$ cat config.mk
export PLATFORM = sky130hd
export DESIGN_NAME = color_map_pixel_blend
export DESIGN_NICKNAME = d
export VERILOG_FILES = /design/src/rtl/cmpb_pkg.sv /design/src/rtl/cmpb_lane.sv /design/src/rtl/color_map_pixel_blend.sv
export SDC_FILE = /design/constraint.sdc
export NUM_CORES = 2
export LEC_CHECK = 0
export BUFFER_PORTS_ARGS = -buffer_cell sky130_fd_sc_hd__buf_4
export CAP_MARGIN = 10
export CORE_MARGIN = 2
export CORE_UTILIZATION = 62
export DETAILED_ROUTE_END_ITERATION = 10
export PLACE_DENSITY = 0.89
export SYNTH_ARGS = -nofsm -noshare
export SYNTH_HDL_FRONTEND = slang
export SYNTH_SLANG_ARGS = --single-unit
$ cat constraint.sdc
create_clock -name clock -period 5.2 [get_ports clock]
set_input_delay 1.04 -clock clock [delete_from_list [all_inputs] [get_ports clock]]
set_output_delay 1.04 -clock clock [all_outputs]
set_load 0.05 [all_outputs]
$ cat src/rtl/cmpb_pkg.sv
// shared types and constants for the color map pixel blend block
// no dependencies
`default_nettype none

package cmpb_pkg;

   localparam int unsigned LANES      = 4;
   localparam int unsigned LANE_W     = 8;
   localparam int unsigned PIXEL_W    = LANES * LANE_W;
   localparam int unsigned OPA_W      = 8;
   localparam int unsigned ACC_W      = 16;
   localparam int unsigned OPA_SHIFT  = 6;
   localparam int unsigned CSR_IDX_W  = 2;
   localparam int unsigned CSR_DATA_W = 32;
   localparam int unsigned ALPHA_LANE = 3;

   localparam logic [LANE_W:0]      ALPHA_ONE       = 9'h100;
   localparam logic [LANE_W-1:0]    LANE_MAX        = 8'hFF;

   localparam logic [CSR_IDX_W-1:0] REG_BLEND_COLOR = 2'd0;
   localparam logic [CSR_IDX_W-1:0] REG_BLEND_MODE  = 2'd1;

   localparam logic MODE_OPACITY  = 1'b0;
   localparam logic MODE_ADDITIVE = 1'b1;

   typedef struct packed {
      logic [LANE_W-1:0] d;
      logic [OPA_W-1:0]  s;
      logic [LANE_W-1:0] c;
      logic              alpha_one;
      logic              mode;
   } lane_in_type;

endpackage

`default_nettype wire

$ cat src/rtl/cmpb_lane.sv
// one byte lane of the blend: operand setup, multiply, add, clamp
// four register stages; depends on cmpb_pkg
`default_nettype none

module cmpb_lane (
   input  wire logic                       clock,
   input  wire cmpb_pkg::lane_in_type      lane_in,
   output logic [cmpb_pkg::LANE_W-1:0]     lane_out
);
   import cmpb_pkg::*;

   // stage 1: operands
   logic [LANE_W-1:0] d1_ff;
   logic [OPA_W-1:0]  s1_ff;
   logic [LANE_W:0]   x1_ff, x1_in;
   logic [LANE_W:0]   c1_ff, c1_in;
   logic              m1_ff;

   // stage 2: products
   logic [LANE_W-1:0] d2_ff;
   logic [ACC_W-1:0]  p1_ff, p1_in;
   logic [ACC_W-1:0]  p2_ff, p2_in;
   logic              m2_ff;

   // stage 3: lane sum
   logic [ACC_W-1:0]  v3_ff, v3_in;

   // stage 4: clamped byte
   logic [LANE_W-1:0] r4_ff, r4_in;

   always_comb begin
      c1_in = lane_in.alpha_one ? ALPHA_ONE : {1'b0, lane_in.c};
      if (lane_in.mode == MODE_ADDITIVE) begin
         x1_in = {1'b0, lane_in.d};
      end else begin
         x1_in = {1'b0, lane_in.c} - {1'b0, lane_in.d};
      end
   end

   always_comb begin
      p1_in = ACC_W'($signed(x1_ff) * $signed({1'b0, s1_ff}));
      p2_in = ACC_W'(c1_ff * s1_ff);
   end

   always_comb begin
      if (m2_ff == MODE_ADDITIVE) begin
         v3_in = {{(ACC_W-LANE_W){1'b0}}, d2_ff} - (p1_ff >> OPA_SHIFT)
                 + (p2_ff >> OPA_SHIFT);
      end else begin
         v3_in = {{(ACC_W-LANE_W){1'b0}}, d2_ff}
                 + ACC_W'($signed(p1_ff) >>> OPA_SHIFT);
      end
   end

   always_comb begin
      if (v3_ff[ACC_W-1]) begin
         r4_in = '0;
      end else if (|v3_ff[ACC_W-2:LANE_W]) begin
         r4_in = LANE_MAX;
      end else begin
         r4_in = v3_ff[LANE_W-1:0];
      end
   end

   always_ff @(posedge clock) begin
      d1_ff <= lane_in.d;
      s1_ff <= lane_in.s;
      x1_ff <= x1_in;
      c1_ff <= c1_in;
      m1_ff <= lane_in.mode;
      d2_ff <= d1_ff;
      p1_ff <= p1_in;
      p2_ff <= p2_in;
      m2_ff <= m1_ff;
      v3_ff <= v3_in;
      r4_ff <= r4_in;
   end

   assign lane_out = r4_ff;

endmodule

`default_nettype wire

$ cat src/rtl/color_map_pixel_blend.sv
// color map pixel blend top level: csr registers, valid pipeline, four lanes
// depends on cmpb_pkg and cmpb_lane
// a request's result strobe leaves the last of four register stages
// (operands, products, sum, clamp) together with its result pixel
// throughput: one request per cycle, busy stays low; the receiver cannot stall
// reset: synchronous, clears blend color, blend mode and the stage valid bits
`default_nettype none

module color_map_pixel_blend (
   input  wire logic                              clock,
   input  wire logic                              reset,
   input  wire logic                              start,
   output logic                                   busy,
   input  wire logic [cmpb_pkg::PIXEL_W-1:0]      req_dest_pixel,
   input  wire logic [cmpb_pkg::OPA_W-1:0]        req_opacity,
   input  wire logic                              req_last_in,
   output logic                                   rsp_valid,
   output logic [cmpb_pkg::PIXEL_W-1:0]           rsp_result_pixel,
   output logic                                   rsp_last_out,
   input  wire logic                              csr_valid,
   output logic                                   csr_ready,
   input  wire logic [cmpb_pkg::CSR_IDX_W-1:0]    csr_index,
   input  wire logic [cmpb_pkg::CSR_DATA_W-1:0]   csr_data
);
   import cmpb_pkg::*;

   localparam int unsigned STAGES = 4;

   logic [PIXEL_W-1:0] color_ff;
   logic               mode_ff;
   logic [STAGES-1:0]  valid_ff, valid_in;
   logic [STAGES-1:0]  last_ff, last_in;
   logic               take;

   lane_in_type        lane_in  [LANES];
   logic [LANE_W-1:0]  lane_out [LANES];

   assign busy      = 1'b0;
   assign csr_ready = 1'b1;
   assign take      = start & ~busy;

   // csr writes
   always_ff @(posedge clock) begin
      if (reset) begin
         color_ff <= '0;
         mode_ff  <= MODE_OPACITY;
      end else if (csr_valid & csr_ready) begin
         unique case (csr_index)
            REG_BLEND_COLOR: color_ff <= csr_data[PIXEL_W-1:0];
            REG_BLEND_MODE:  mode_ff  <= csr_data[0];
            default: ;
         endcase
      end
   end

   // request valid and last flag pipeline
   assign valid_in = {valid_ff[STAGES-2:0], take};
   assign last_in  = {last_ff[STAGES-2:0], req_last_in};

   always_ff @(posedge clock) begin
      if (reset) begin
         valid_ff <= '0;
      end else begin
         valid_ff <= valid_in;
      end
      last_ff <= last_in;
   end

   for (genvar i = 0; i < LANES; i++) begin : g_lane
      always_comb begin
         lane_in[i].d         = req_dest_pixel[i*LANE_W +: LANE_W];
         lane_in[i].s         = req_opacity;
         lane_in[i].c         = color_ff[i*LANE_W +: LANE_W];
         lane_in[i].alpha_one = (mode_ff == MODE_ADDITIVE) && (i == ALPHA_LANE);
         lane_in[i].mode      = mode_ff;
      end

      cmpb_lane u_lane (
         .clock    (clock),
         .lane_in  (lane_in[i]),
         .lane_out (lane_out[i])
      );

      assign rsp_result_pixel[i*LANE_W +: LANE_W] = lane_out[i];
   end

   assign rsp_valid    = valid_ff[STAGES-1];
   assign rsp_last_out = last_ff[STAGES-1];

endmodule

`default_nettype wire
Word level (Yosys, flattened, before mapping)
Index checks and enable logic that the tools add are counted.
- flip-flop bits (word level): 408
- latch bits: 0
- memory bits (writable): 0
- ROM bits: 0
- logic and storage cells: 89
- memories: 0
- add/sub/neg operators: 16
- multiply operators: 8
- divide/modulo/power cells: 0
- magnitude comparators: 0
- eq/ne operators: 1
- shifts and indexed selects: 0
- muxes and demuxes: 13
- bitwise operators: 0
- reduce and logical (&&, ||, !) cells: 7
- operator list (operator ; number):
    adder 16 x 10 -> 16 bit ; 4
    multiplier 9 x 9 -> 16 bit ; 4
    two-way mux 16 bit ; 4
    two-way mux 8 bit ; 8
    multiplier 8 x 8 -> 16 bit ; 3
    adder 9 x 10 -> 11 bit ; 4
    subtractor 8 x 10 -> 11 bit ; 4
    subtractor 8 x 8 -> 9 bit ; 4
    OR reduction 7 bit ; 4
    multiplier 9 x 8 -> 16 bit ; 1
    two-way mux 9 bit ; 1
    AND reduction 2 bit ; 2
    == test 2 x 1 -> 1 bit, second input constant ; 1
    zero test 2 bit ; 1

Depth between registers and ports, before layout
- word-level depth: 3
- mapped depth: 19

Modules after synthesis
Synthesis repeated with hierarchy kept, for this count alone.
- cell total of the unflattened synthesis: 3719
- area, all modules: 33539.7 um^2
- by module, submodules not included (module ; times used ; cells an instance ; area each (um^2)):
    cmpb_lane at g_lane[0].u_lane ; 1 ; 892 ; 7961.4
    cmpb_lane at g_lane[1].u_lane ; 1 ; 889 ; 7957.6
    cmpb_lane at g_lane[2].u_lane ; 1 ; 890 ; 7945.1
    cmpb_lane at g_lane[3].u_lane ; 1 ; 888 ; 7943.9
    color_map_pixel_blend ; 1 ; 160 ; 1731.7

Worst setup path after synthesis
Ideal clock, no wire load.
- kind: flip-flop to flip-flop
- start: register g_lane[3].u_lane.s1_ff[2]
- end: register g_lane[3].u_lane.p2_ff[15]
- library setup time: 0.095 ns
- data arrival time: 4.651 ns
- required time: 5.105 ns
- slack: 0.453 ns
- stages on the path, launching flop included: 19
- buffers on the path: 2
- clock period less this slack: 4.747 ns
- cells stage by stage: dfxtp_1 -> clkbuf_1 -> clkbuf_1 -> nand2_1 -> fa_1 -> fa_1 -> inv_1 -> fa_1 -> inv_1 -> fa_1 -> inv_1 -> ha_1 -> o21ai_0 -> nand2b_1 -> o31a_2 -> a41o_1 -> a311o_1 -> a211o_1 -> o311ai_1
- word-level cells in the longest chain between the ends: 1
- ends and longest elaborated chain (element ; line ; text):
    start, declared ; cmpb_lane.sv:14 ; logic [OPA_W-1:0] s1_ff;
    start signal, assigned ; cmpb_lane.sv:67 ; s1_ff <= lane_in.s;
    multiplier 9 x 8 -> 16 bit ; cmpb_lane.sv:42 ; p2_in = ACC_W'(c1_ff * s1_ff);
    net g_lane[3].u_lane.p2_in[15] ; cmpb_lane.sv:22 ; logic [ACC_W-1:0] p2_ff, p2_in;
    end signal, assigned ; cmpb_lane.sv:73 ; p2_ff <= p2_in;
    end, declared ; cmpb_lane.sv:22 ;
The timed path passes the listed nets, and every way through them passes these cells.
A chain may end at the register's enable or synchronous reset.

==> results.toml <==
[grt]
antenna_found_initial = 1
grt_pass1_wl_um = 119000
first_global_vias = 25200
track_usage_pct = 27.4
grt_max_degree = 75
overflow = 0

[cts]
cts_hold_buf = 0
cts.sink_count = 359
cts_tree = "done"
htree_num_levels = 2
root_buffer = "clkbuf_16"
path_clk_slew_ns = 0.07
numCtsBuffers = 40
insertion_delay_ns = 0.58
clk_path_buf_depth = 3

[sta]
finalHoldViolCount = 0
fin_crit_sh_pct = 94.7
rsz0062_at_grt = "no"
drv_slew = 0
fin_skew_ns = 0.0284
relSlewSlack_pct = 15.9
fin_tns_setup_ns = 0
finalSetupViolCount = 0
tightest_slew_ns = 1.26
max_freq_ghz = 0.203
min_period_ns = 4.92

[critical_path]
r2r_slack_ns = 0.28
crit_family = "adder cells"
path_class = "reg2reg"
worstPathArrival_ns = 5.38
cpPeakStageDelay_ns = 0.67
critPathCaptureType = "flop"
slowest_stage = "dfxtp_2"
crit_path_max_fanout = 25
cp-start-kind = "flop"
critPathBufInv = 3
cp_cell_sequence = "nand2_1 > fa_1 > inv_1 > fa_1 > ha_1 > inv_1 > fa_1 > inv_1 > ha_1 > and4_1 > a41oi_1 > a21oi_1 > o41a_1 > nor3_1 > o21bai_1 > xor2_1"
cp_data_required_time_ns = 5.66

[yosys]
ys_types = 66
syn_avg_cell_area_sq_um = 8.97
syn-cell-area_sq_mm = 0.0323
async_flop_share_pct = 0
synth_seq_cells = 359
yosysSeqAreaShare_pct = 22.3
syn-num-nets = 4430
synth_top_flop_cell = "dfxtp_1"
synth_edf_count = 0
synthCells = 3599
yosys_warnings = 0

[route]
dr.pass1.iters = 6
drc = 0
viasPerCell = 5.50
drt_iter0_drc = 1448
wire_per_inst_um = 16.4
vias = 24200
drt_wl_total_um = 72100
antenna_left = 0

[run_status]
status = "finished clean"

[finish]
final_common_cell = "inv_1"
area_growth_pct = 9.39
design_area_sq_mm = 0.0353
final_nets = 4514
fill_cells = 3709
drive_above_1_share_pct = 6.84
final_cell_mix = "inv_1 (711), fa_1 (377), ha_1 (375)"
fin_cells = 4394

[power]
p_leak_nw = 18.1
switching_share_pct = 44.0
internal-power_w = 0.0104
p_clk_share_pct = 16.3
pwr-share-comb_pct = 61.9
p_sw_w = 0.00816
seqPwrFrac_pct = 21.8
ir_drop_mv = 0.415
p_per_area_mw_per_mm2 = 526

[placed_design]
place_congestion = 0.911
place_inst = 4318
dpl-instance-area_sq_mm = 0.0339
port_buffers = 112
hpwl_um = 55500

[floorplan]
row_count = 83
die-height_um = 232
io_pins = 115
die_area_sq_mm = 0.0539
start_util_pct = 62.8
chipWidth_um = 232
core-area_sq_mm = 0.0514

[flow_run]
maxCapViolations = 0

[min_path]
hp-class = "reg2reg"
-- worst reg2reg max path: stages (launching register included) --
cell and delay, ns:
dfxtp_2 0.67, nand2_1 0.17, fa_1 0.57, inv_1 0.06, fa_1 0.45, ha_1 0.31, inv_1 0.07, fa_1 0.48
inv_1 0.05, ha_1 0.26, and4_1 0.20, a41oi_1 0.41, a21oi_1 0.21, o41a_1 0.41, nor3_1 0.22, o21bai_1 0.12
xor2_1 0.14
-- power groups by stage --
stage	clock network, W	registers, W	logic [W]
floorplan	0	0.00432	0.00849
global placement	0	0.00407	0.0107
detailed placement	0	0.00409	0.0112
CTS	0.00308	0.00404	0.0114
global route	0.00318	0.00411	0.0129
finish	0.00303	0.00404	0.0115
-- cell type report --
cell class | instances | area (sq um) | share of cell area [%]
Multi-Input combinational cell | 2424 | 22000 | 62.4
Sequential cell | 359 | 7200 | 20.4
Inverter | 711 | 2670 | 7.56
Timing Repair Buffer | 147 | 1150 | 3.25
Clock buffer | 51 | 1130 | 3.21
Tap cell | 680 | 851 | 2.41
Clock inverter | 21 | 274 | 0.776
Antenna cell | 1 | 2.50 | 0.00709
-- cell families after synthesis --
logic type	after synthesis	share of synthesized area [%]
xor+xnor	200	5.43
compound gates	490	9.23
buf+inv	816	9.52
fa+ha+maj	752	37.9
other cells	2	0.0233
flops	359	22.3
mux	9	0.279
simple gates	971	15.3
-- synthesized netlist by cell type (all sizes together) (3+ instances only) --
| library cell | instances | share of area, % |
|---|---|---|
| inv | 711 | 8.3 |
| fa | 377 | 23 |
| ha | 375 | 15 |
| dfxtp | 359 | 22 |
| nand2 | 348 | 4.0 |
| and2 | 343 | 6.7 |
| a21oi | 166 | 2.6 |
| xnor2 | 151 | 4.1 |
| o21ai | 141 | 2.2 |
| nor2 | 109 | 1.3 |
| clkbuf | 88 | 1.0 |
| xor2 | 49 | 1.3 |
| a21o | 47 | 1.1 |
| nor2b | 37 | 0.72 |
| nor3 | 35 | 0.54 |
| o21bai | 27 | 0.63 |
| o21a | 25 | 0.58 |
| nand2b | 21 | 0.41 |
| buf | 17 | 0.23 |
| nor4 | 14 | 0.27 |
| o31ai | 14 | 0.33 |
| a31oi | 12 | 0.23 |
| a31o | 11 | 0.30 |
| a211oi | 10 | 0.23 |
| or3 | 10 | 0.19 |
| and3 | 9 | 0.17 |
| mux2i | 9 | 0.28 |
| nand4 | 9 | 0.19 |
| or4 | 8 | 0.19 |
| nand3b | 7 | 0.16 |
| nand3 | 6 | 0.093 |
| a21boi | 5 | 0.12 |
| a221oi | 4 | 0.13 |
| a41o | 4 | 0.12 |
| and4 | 4 | 0.11 |
| nand4b | 3 | 0.081 |
| o41a | 3 | 0.10 |
| o41ai | 3 | 0.081 |
-- worst paths after layout --
path | start | endpoint | cells past startpoint
hold reg to reg | g_lane[3].u_lane.d1_ff[5]$_DFF_P_ | g_lane[3].u_lane.d2_ff[5]$_DFF_P_ | 0
setup reg to reg | g_lane[3].u_lane.s1_ff[0]$_DFF_P_ | g_lane[0].u_lane.p1_ff[14]$_DFF_P_ | 16
setup / recovery | g_lane[3].u_lane.s1_ff[0]$_DFF_P_ | g_lane[0].u_lane.p1_ff[14]$_DFF_P_ | 16
hold / removal | g_lane[3].u_lane.d1_ff[5]$_DFF_P_ | g_lane[3].u_lane.d2_ff[5]$_DFF_P_ | 0
-- state kept, by name (all words and copies together), names as in the netlist --
| register | cells |
|---|---|
| color_ff | 32 |
| g_lane.u_lane.c1_ff | 33 |
| g_lane.u_lane.d1_ff | 32 |
| g_lane.u_lane.d2_ff | 32 |
| g_lane.u_lane.lane_out | 32 |
| g_lane.u_lane.m2_ff | 1 |
| g_lane.u_lane.p1_ff | 40 |
| g_lane.u_lane.p2_ff | 40 |
| g_lane.u_lane.s1_ff | 8 |
| g_lane.u_lane.v3_ff | 64 |
| g_lane.u_lane.x1_ff | 36 |
| last_ff | 4 |
| mode_ff | 1 |
| valid_ff | 4 |
-- layer usage --
| layer | track usage, % | up-vias | wire [um] |
|---|---|---|---|
| met5 | 0 | - | 0 |
| met4 | 11.6 | 0 | 2900 |
| met3 | 4.30 | 207 | 5280 |
| met2 | 47.7 | 840 | 35200 |
| met1 | 33.8 | 11700 | 28700 |
| li1 | - | 11400 | - |
-- timing repair --
| action | in CTS | in global routing |
|---|---|---|
| hold endpoints to repair | 0 | 0 |
| setup buffers | 0 | 1 |
| gates resized for setup | 0 | 2 |
| setup endpoints to repair | 0 | 2 |
-- metrics by stage --
stage / utilization (%) / setup WS [ns] / total power [W] / hold slack [ns]
finish: 68.7 / 0.278 / 0.0186 / 0.325
CTS: 68.6 / 0.238 / 0.0185 / 0.327
floorplan: - / 0.453 / 0.0128 / 0.310
global placement: 65.9 / 0.507 / 0.0148 / 0.310
global route: 68.7 / 0.0638 / 0.0202 / 0.329
detailed placement: 65.9 / 0.289 / 0.0153 / 0.312
Power figures use the tool's default switching activity.
